<file path="src/rtl/core/um_instruction_execute_unit_macros.svh">
// Assertion macros shared by the execute unit modules.
// No dependencies.
`ifndef UM_INSTRUCTION_EXECUTE_UNIT_MACROS_SVH
`define UM_INSTRUCTION_EXECUTE_UNIT_MACROS_SVH
// implication checked on every clock, disabled in reset
`define UM_ASSERT_IMP(label, clk, rst_n, ante, cons) \
    label: assert property (@(posedge clk) disable iff (!rst_n) (ante) |-> (cons)) \
        else $error("assertion failed");
// next-cycle implication
`define UM_ASSERT_NXT(label, clk, rst_n, ante, cons) \
    label: assert property (@(posedge clk) disable iff (!rst_n) (ante) |=> (cons)) \
        else $error("assertion failed");
`endif

</file>
<file path="src/rtl/core/um_pkg.sv">
// Shared types and constants of the UM execute unit.
// No dependencies.
`default_nettype none
package um_pkg;
    localparam int unsigned NUM_REGS = 8;
    localparam int unsigned DIV_STEPS = 32;

    typedef enum logic [3:0] {
        K_DONE = 4'd0, K_LOAD = 4'd1, K_STORE = 4'd2, K_MAP = 4'd3,
        K_UNMAP = 4'd4, K_OUTPUT = 4'd5, K_INPUT = 4'd6, K_LOADP = 4'd7,
        K_HALT = 4'd8, K_FAULT = 4'd9
    } t_kind;

    typedef enum logic [3:0] {
        OP_CMOV = 4'd0, OP_LOAD = 4'd1, OP_STORE = 4'd2, OP_ADD = 4'd3,
        OP_MUL = 4'd4, OP_DIV = 4'd5, OP_NAND = 4'd6, OP_HALT = 4'd7,
        OP_MAP = 4'd8, OP_UNMAP = 4'd9, OP_OUT = 4'd10, OP_IN = 4'd11,
        OP_LOADP = 4'd12, OP_LOADV = 4'd13
    } t_opc;

    typedef enum logic [2:0] {
        S_IDLE, S_EXEC, S_DIV, S_MUL, S_OUT
    } t_state;

    // controller -> datapath
    typedef struct packed {
        logic capture;    // latch request operands
        logic read_regs;  // latch register operands
        logic execute;    // finish work other than multiply and nonzero divide, load result
        logic div_start;
        logic div_step;
        logic div_done;   // write quotient, load result
        logic mul_done;
    } t_cmd;

    // datapath -> controller
    typedef struct packed {
        logic is_wb;
        logic is_div;     // divide with nonzero divisor, no pending writeback
        logic is_mul;
    } t_sts;
endpackage
`default_nettype wire

</file>
<file path="src/rtl/core/um_instruction_execute_unit.sv">
// UM execute unit: one request in flight at a time.
// Sequence: accept and latch the request, read operands, then execute; multiply waits
// for a registered multiplier and a nonzero divide runs serially (one quotient bit a cycle).
// A new request is accepted only after the result is taken; the result is held until taken.
// Reset (synchronous, active low) clears the register file, the sequencer and the pending writeback.
// Depends on um_pkg, um_controller and um_datapath.
`default_nettype none
module um_instruction_execute_unit (
    input  wire logic        i_clk,
    input  wire logic        i_rst_n,
    input  wire logic        i_valid,
    output logic             o_ready,
    input  wire logic        i_op,
    input  wire logic [31:0] i_instruction,
    input  wire logic [31:0] i_return_value,
    input  wire logic        i_end_of_input,
    output logic             o_valid,
    input  wire logic        i_ready,
    output logic [3:0]       o_request_kind,
    output logic [31:0]      o_segment_id,
    output logic [31:0]      o_word_offset,
    output logic [31:0]      o_data_word
);
    um_pkg::t_cmd cmd;
    um_pkg::t_sts sts;

    um_controller u_ctrl (
        .i_clk(i_clk), .i_rst_n(i_rst_n), .i_valid(i_valid), .o_ready(o_ready),
        .o_valid(o_valid), .i_ready(i_ready), .i_sts(sts), .o_cmd(cmd)
    );

    um_datapath u_dp (
        .i_clk(i_clk), .i_rst_n(i_rst_n), .i_cmd(cmd), .o_sts(sts),
        .i_op(i_op), .i_instruction(i_instruction), .i_return_value(i_return_value),
        .i_end_of_input(i_end_of_input), .o_request_kind(o_request_kind),
        .o_segment_id(o_segment_id), .o_word_offset(o_word_offset),
        .o_data_word(o_data_word)
    );
endmodule
`default_nettype wire

</file>
<file path="src/rtl/core/um_datapath.sv">
// Register file, operand latches, multiplier stage and serial divider.
// Depends on um_pkg and the macros header.
`default_nettype none
`include "um_instruction_execute_unit_macros.svh"
module um_datapath (
    input  wire logic          i_clk,
    input  wire logic          i_rst_n,
    input  wire um_pkg::t_cmd  i_cmd,
    output um_pkg::t_sts       o_sts,
    input  wire logic          i_op,
    input  wire logic [31:0]   i_instruction,
    input  wire logic [31:0]   i_return_value,
    input  wire logic          i_end_of_input,
    output logic [3:0]         o_request_kind,
    output logic [31:0]        o_segment_id,
    output logic [31:0]        o_word_offset,
    output logic [31:0]        o_data_word
);
    logic [31:0] r_regs [um_pkg::NUM_REGS];
    logic [2:0]  r_pend_dst;
    logic        r_pend;
    logic        r_op, r_eoi;
    logic [31:0] r_ins, r_ret;
    logic [31:0] r_ra, r_rb, r_rc;
    logic [31:0] r_prod;
    logic [31:0] r_quo, r_rem;
    logic [5:0]  r_cnt;
    logic [3:0]  r_kind;
    logic [31:0] r_seg, r_off, r_data;
    logic [3:0]  n_kind;
    logic [31:0] n_seg, n_off, n_data;

    logic [3:0] opc;
    logic [2:0] ia, ib, ic;
    assign opc = r_ins[31:28];
    assign ia = r_ins[8:6];
    assign ib = r_ins[5:3];
    assign ic = r_ins[2:0];

    assign o_sts.is_wb  = r_op;
    assign o_sts.is_div = !r_op && !r_pend && opc == um_pkg::OP_DIV && r_rc != 32'd0;
    assign o_sts.is_mul = !r_op && !r_pend && opc == um_pkg::OP_MUL;

    logic [32:0] rem_sh;
    assign rem_sh = {r_rem, r_quo[31]};

    // result fields of a request that is neither a multiply nor a nonzero divide
    always_comb begin
        n_kind = um_pkg::K_DONE;
        n_seg  = '0;
        n_off  = '0;
        n_data = '0;
        if (r_op) begin
            if (!r_pend) n_kind = um_pkg::K_FAULT;
        end else if (r_pend) begin
            n_kind = um_pkg::K_FAULT;
        end else begin
            case (opc)
                um_pkg::OP_CMOV, um_pkg::OP_ADD, um_pkg::OP_NAND,
                um_pkg::OP_LOADV: n_kind = um_pkg::K_DONE;
                um_pkg::OP_LOAD: begin
                    n_kind = um_pkg::K_LOAD; n_seg = r_rb; n_off = r_rc;
                end
                um_pkg::OP_STORE: begin
                    n_kind = um_pkg::K_STORE;
                    n_seg = r_ra; n_off = r_rb; n_data = r_rc;
                end
                um_pkg::OP_DIV:  n_kind = um_pkg::K_FAULT; // zero divisor
                um_pkg::OP_HALT: n_kind = um_pkg::K_HALT;
                um_pkg::OP_MAP: begin
                    n_kind = um_pkg::K_MAP; n_data = r_rc;
                end
                um_pkg::OP_UNMAP: begin
                    n_kind = um_pkg::K_UNMAP; n_seg = r_rc;
                end
                um_pkg::OP_OUT: begin
                    if (r_rc > 32'd255) n_kind = um_pkg::K_FAULT;
                    else begin
                        n_kind = um_pkg::K_OUTPUT; n_data = r_rc;
                    end
                end
                um_pkg::OP_IN:    n_kind = um_pkg::K_INPUT;
                um_pkg::OP_LOADP: begin
                    n_kind = um_pkg::K_LOADP; n_seg = r_rb; n_off = r_rc;
                end
                default: n_kind = um_pkg::K_FAULT;
            endcase
        end
    end

    always_ff @(posedge i_clk) begin
        if (!i_rst_n) begin
            for (int i = 0; i < um_pkg::NUM_REGS; i++) r_regs[i] <= '0;
            r_pend     <= 1'b0;
            r_pend_dst <= '0;
        end else begin
            if (i_cmd.capture) begin
                r_op  <= i_op;
                r_ins <= i_instruction;
                r_ret <= i_return_value;
                r_eoi <= i_end_of_input;
            end
            if (i_cmd.read_regs) begin
                r_ra <= r_regs[ia];
                r_rb <= r_regs[ib];
                r_rc <= r_regs[ic];
            end
            if (i_cmd.div_start) begin
                r_quo <= r_rb;
                r_rem <= '0;
                r_cnt <= '0;
            end
            if (i_cmd.div_step) begin
                // restoring step: shift in dividend bit, subtract if it fits
                if (rem_sh >= {1'b0, r_rc}) begin
                    r_rem <= 32'(rem_sh - {1'b0, r_rc});
                    r_quo <= {r_quo[30:0], 1'b1};
                end else begin
                    r_rem <= rem_sh[31:0];
                    r_quo <= {r_quo[30:0], 1'b0};
                end
                r_cnt <= r_cnt + 6'd1;
            end
            r_prod <= 32'(r_rb * r_rc);
            if (i_cmd.div_done) begin
                r_regs[ia] <= r_quo;
                r_kind <= um_pkg::K_DONE; r_seg <= '0; r_off <= '0; r_data <= '0;
            end
            if (i_cmd.mul_done) begin
                r_regs[ia] <= r_prod;
                r_kind <= um_pkg::K_DONE; r_seg <= '0; r_off <= '0; r_data <= '0;
            end
            if (i_cmd.execute) begin
                r_kind <= n_kind; r_seg <= n_seg; r_off <= n_off; r_data <= n_data;
                if (r_op) begin
                    if (r_pend) begin
                        r_regs[r_pend_dst] <= r_eoi ? 32'hFFFF_FFFF : r_ret;
                        r_pend <= 1'b0;
                    end
                end else if (!r_pend) begin
                    case (opc)
                        um_pkg::OP_CMOV: if (r_rc != 32'd0) r_regs[ia] <= r_rb;
                        um_pkg::OP_LOAD: begin
                            r_pend <= 1'b1; r_pend_dst <= ia;
                        end
                        um_pkg::OP_ADD:  r_regs[ia] <= r_rb + r_rc;
                        um_pkg::OP_NAND: r_regs[ia] <= ~(r_rb & r_rc);
                        um_pkg::OP_MAP: begin
                            r_pend <= 1'b1; r_pend_dst <= ib;
                        end
                        um_pkg::OP_IN: begin
                            r_pend <= 1'b1; r_pend_dst <= ic;
                        end
                        um_pkg::OP_LOADV: r_regs[r_ins[27:25]] <= {7'd0, r_ins[24:0]};
                        default: ;
                    endcase
                end
            end
        end
    end

    assign o_request_kind = r_kind;
    assign o_segment_id   = r_seg;
    assign o_word_offset  = r_off;
    assign o_data_word    = r_data;

    `UM_ASSERT_IMP(a_div_cnt, i_clk, i_rst_n, i_cmd.div_done, r_cnt == 6'(um_pkg::DIV_STEPS))
    `UM_ASSERT_IMP(a_one_finish, i_clk, i_rst_n, i_cmd.execute,
        !i_cmd.div_done && !i_cmd.mul_done)
    `UM_ASSERT_NXT(a_wb_clears, i_clk, i_rst_n, i_cmd.execute && r_op && r_pend, !r_pend)
endmodule
`default_nettype wire

</file>
<file path="src/rtl/core/um_controller.sv">
// Sequencer of the execute unit: handshake, operand read, execute, multiply, divide loop.
// Depends on um_pkg and the macros header.
`default_nettype none
`include "um_instruction_execute_unit_macros.svh"
module um_controller (
    input  wire logic          i_clk,
    input  wire logic          i_rst_n,
    input  wire logic          i_valid,
    output logic               o_ready,
    output logic               o_valid,
    input  wire logic          i_ready,
    input  wire um_pkg::t_sts  i_sts,
    output um_pkg::t_cmd       o_cmd
);
    um_pkg::t_state r_state, n_state;
    logic [5:0] r_cnt, n_cnt;

    always_ff @(posedge i_clk) begin
        if (!i_rst_n) begin
            r_state <= um_pkg::S_IDLE;
            r_cnt   <= '0;
        end else begin
            r_state <= n_state;
            r_cnt   <= n_cnt;
        end
    end

    always_comb begin
        n_state = r_state;
        n_cnt   = r_cnt;
        o_cmd   = '0;
        o_ready = 1'b0;
        o_valid = 1'b0;
        case (r_state)
            um_pkg::S_IDLE: begin
                o_ready = 1'b1;
                if (i_valid) begin
                    o_cmd.capture = 1'b1;
                    n_state = um_pkg::S_EXEC;
                end
            end
            um_pkg::S_EXEC: begin
                // operands are read this cycle, decision next
                o_cmd.read_regs = 1'b1;
                n_state = um_pkg::S_DIV;
                n_cnt = '0;
            end
            um_pkg::S_DIV: begin
                if (r_cnt == 6'd0) begin
                    if (i_sts.is_div) begin
                        o_cmd.div_start = 1'b1;
                        n_cnt = 6'd1;
                    end else if (i_sts.is_mul) begin
                        n_state = um_pkg::S_MUL;
                    end else begin
                        o_cmd.execute = 1'b1;
                        n_state = um_pkg::S_OUT;
                    end
                end else if (r_cnt <= 6'(um_pkg::DIV_STEPS)) begin
                    o_cmd.div_step = 1'b1;
                    n_cnt = r_cnt + 6'd1;
                end else begin
                    o_cmd.div_done = 1'b1;
                    n_state = um_pkg::S_OUT;
                end
            end
            um_pkg::S_MUL: begin
                o_cmd.mul_done = 1'b1;
                n_state = um_pkg::S_OUT;
            end
            um_pkg::S_OUT: begin
                o_valid = 1'b1;
                if (i_ready) n_state = um_pkg::S_IDLE;
            end
            default: n_state = um_pkg::S_IDLE;
        endcase
    end

    `UM_ASSERT_IMP(a_no_overlap, i_clk, i_rst_n, o_valid, !o_ready)
    `UM_ASSERT_NXT(a_cap_exec, i_clk, i_rst_n, o_cmd.capture, r_state == um_pkg::S_EXEC)
    `UM_ASSERT_NXT(a_done_out, i_clk, i_rst_n, o_cmd.execute || o_cmd.div_done || o_cmd.mul_done,
        o_valid)
endmodule
`default_nettype wire

</file>
<file path="config.mk">
export PLATFORM = sky130hd
export DESIGN_NAME = um_instruction_execute_unit
export DESIGN_NICKNAME = d
export VERILOG_FILES = /design/src/rtl/core/um_pkg.sv /design/src/rtl/core/um_instruction_execute_unit.sv /design/src/rtl/core/um_datapath.sv /design/src/rtl/core/um_controller.sv
export VERILOG_INCLUDE_DIRS = /design/src /design/src/rtl/core
export SDC_FILE = /design/constraint.sdc
export NUM_CORES = 2
export LEC_CHECK = 0
export BUFFER_PORTS_ARGS = -buffer_cell sky130_fd_sc_hd__buf_2
export CAP_MARGIN = 0
export CORE_UTILIZATION = 25
export CTS_CLUSTER_DIAMETER = 30
export CTS_CLUSTER_SIZE = 16
export DETAILED_ROUTE_END_ITERATION = 16
export GPL_TIMING_DRIVEN = 0
export PLACE_DENSITY = 0.46
export SYNTH_ARGS = -nofsm -noshare
export SYNTH_HDL_FRONTEND = slang
export SYNTH_SLANG_ARGS = --single-unit
</file>
<file path="constraint.sdc">
create_clock -name i_clk -period 9.5 [get_ports i_clk]
set_input_delay 0.475 -clock i_clk [delete_from_list [all_inputs] [get_ports i_clk]]
set_output_delay 0.475 -clock i_clk [all_outputs]
set_load 0.005 [all_outputs]
</file>
==> impl_metrics.ini <==
[cts]
clk_pin_slew_ps = 50
clk_latency_ps = 800
cts-root-buf = clkbuf_16
cts_buffers = 182
cts_buffer_depth = 3
htreeDepth = 4
clkSinkCount = 627
cts_tree = yes
cts_setup_buffers = 0

[grt]
grt_max_degree = 59
antenna_found_initial = 24
grt_use_total_pct = 20.7
grt-ovfl-total = 0
grt_first_pass_wirelength_mm = 289
grt_pass1_vias = 38700

[timing]
report.final.slew_viol_count = 0
finalSetupViolations = 0
max_clock_freq_mhz = 108
post-route-min-period_ps = 9290
skew_ps = 47.8
period_share_pct = 97.8
hold_ws_ps = 385
worstMarginPinSlew_ps = 1260
max_slew_margin_pct = 15.1
rsz0062_at_grt = no
worst_slack_ps = 210
hold_violations = 0

[critical_path]
crit_fanout = 10
cp.required_ps = 10020
reg2reg_depth = 22
start_kind = register
cp.arrival_ps = 9810
crit_type = reg2reg
endpoint_kind = register

[routing]
wl_per_cell_um = 27.2
initialDrtViolationCount = 3734
vias_per_cell = 4.91
via_count = 37600
drc_errors = 0
drt_pre_antenna_iters = 7
drt-total-wl_mm = 208
detail-route-antenna-nets = 0

[final_layout]
drive_above_1_share_pct = 17.0
area.growth.synth_to_final_pct = 23.9
final_cells = 7652
fin_nets = 5540

[yosys]
syn_nets = 5095
yosys.area_share.simple_pct = 13.9
synth_top_family_by_area = adder cells
yosys_most_used_dff = edfxtp_1
synthCells = 4426
yosysMostFrequentCell = edfxtp_1
yosysSeqAreaShare_pct = 37.9
synth_seq_cells = 627
synth.top_cells.by_count = edfxtp_1, nand2_1, inv_1
yosysUniqueCellTypes = 89
synthAdderAreaFrac_pct = 21.4
synth_edf_count = 614
muxShareOfSynthArea_pct = 11.5
synth_top_area_cell = edfxtp_1
netlist_area_um2 = 49400
ys_warn_count = 0
syn-mean-instance-area_um2 = 11.2
ys_async_sr_fraction_pct = 0
netlist.area_leader.share_pct = 37.4
synth-compound-area-share_pct = 7.20
synth_area_leaders = edfxtp_1, fa_1, mux4_2
synth-xor-area-share_pct = 2.24

[die]
die_x_um = 446
coreArea_um2 = 196000
die_area_um2 = 199000
start_util_pct = 25.2
placementRows = 162
pin_count = 172
die_y_um = 446

[placed_design]
dp_slack_ps = -130
dp.cells = 7242
place_congestion = 0.969
dp_hpwl_mm = 160
io_buffer_count = 171

[worst_hold_path]
hold_path_class = in2reg
whs_path_depth = 1

[run]
max_cap_violations = 0

[power_and_ir_drop]
leakage_uw = 0.0246
ir_drop_mv = 0.943
p_per_area_nw_per_um2 = 312

[run_status]
outcome = finished, final reports clean
==> critical path, stage by stage, from the launching register on <==
cell      delay (ps)
edfxtp_1         420
clkbuf_1         880
clkbuf_1         960
nand2_1          190
fa_1             500
fa_1             540
fa_1             580
inv_1             60
fa_1             500
inv_1             50
fa_1             530
inv_1             50
fa_1             500
fa_1             430
ha_1             380
nand4_1           90
or2_2            320
o21ai_0          600
nand4_1          280
a311oi_1         430
a21o_1           180
a21oi_1           80
xnor2_1          430
==> repair_timing <==
| item | CTS | global route |
|---|---|---|
| endpoints found under the hold margin | 68 | 0 |
| gates cloned | 0 | 0 |
| gates resized for setup | 5 | 44 |
| endpoints found under the setup margin | 3 | 4 |
| hold buffers | 68 | 0 |
==> kinds of logic (layout without fill, tap and decap cells) <==
group | Yosys count | in the layout
and+or+nand+nor | 1493 | 1493
buffers and inverters | 744 | 1341
DFF | 627 | 627
adders and majority gates | 599 | 599
AOI/OAI and AO/OA | 518 | 518
muxes | 319 | 319
xor gates and xnor gates | 126 | 126
other | 0 | 5
==> placed cells by master, fill, tap and decap left out, types with 23 or more instances in the layout <==
master	synthesis	layout
edfxtp_1	614	614
nand2_1	561	553
inv_1	455	455
nor2_1	420	420
fa_1	410	410
and2_1	276	275
clkbuf_1	220	219
buf_2	31	202
mux4_2	192	192
ha_1	189	189
clkbuf_16	0	184
a21oi_1	123	123
o21ai_0	107	107
xnor2_1	98	98
dlygate4sd3_1	0	68
mux2_2	67	67
mux2i_1	59	59
nor3_1	48	47
nor4_1	43	42
buf_1	33	33
a22o_1	33	33
bufinv_16	0	33
a211oi_1	31	31
clkinv_2	0	30
a21o_1	30	29
xor2_1	28	28
a222oi_1	25	25
nor2b_1	23	23
clkinv_1	0	23
==> metal layers <==
metal | track usage [%] | vias up | wire, µm
met5 | 0 | - | 116
met4 | 10.9 | 14 | 11600
met3 | 3.81 | 439 | 13700
met2 | 34.8 | 1594 | 101000
met1 | 25.1 | 19300 | 81700
li1 | - | 16300 | -
==> path summary, 6_finish.rpt <==
path                              startpoint  slack [ps]                               to
max                  u_dp.r_rb[16]$_DFFE_PP_         210        u_dp.r_prod[30]$_DFFE_PP_
min                                  i_rst_n         390        u_dp.r_prod[14]$_DFFE_PP_
max reg2reg          u_dp.r_rb[16]$_DFFE_PP_         210        u_dp.r_prod[30]$_DFFE_PP_
min reg2reg  u_dp.r_pend_dst[1]$_SDFFE_PN0P_         470  u_dp.r_pend_dst[1]$_SDFFE_PN0P_
==> final cells by class <==
type	count	area, µm²
clock inverters	128	1750
diodes	5	12.5
inverters	455	1710
multi-input cells	3055	27900
well taps	2624	3280
plain buffers	289	1200
repair buffers	261	1900
clock buffers	208	4710
fillers	20100	134000
flip-flops and latches	627	18700
==> where the power goes <==
| group | leakage, µW | switching, µW | internal [µW] |
|---|---|---|---|
| registers | 0.00633 | 165 | 3580 |
| logic | 0.0152 | 5520 | 3450 |
| clock network | 0.00309 | 1930 | 4440 |
| total | 0.0246 | 7610 | 11500 |
==> metrics by stage <==
step,util (%),area [µm²],setup TNS [ps],total power [µW]
2_1_floorplan,-,49400,0,9460
3_3_place_gp,27.3,53500,-344860,12700
3_5_place_dp,27.6,53900,-233,12700
4_1_cts,31.2,61100,0,19200
5_1_grt,31.2,61100,0,20100
6_report,31.3,61100,0,19100
==> registers in the layout (all words and copies together) (netlist names), 32 cells and up <==
register and flops:
u_dp.r_rb 32, u_dp.r_regs 256, u_dp.r_ra 32, u_dp.r_rem 32, u_dp.r_quo 32, u_dp.o_word_offset 32, u_dp.o_data_word 32, u_dp.r_ins 32
u_dp.r_ret 32, u_dp.r_prod 32, u_dp.o_segment_id 32, u_dp.r_rc 32
Power figures use the tool's default switching activity.
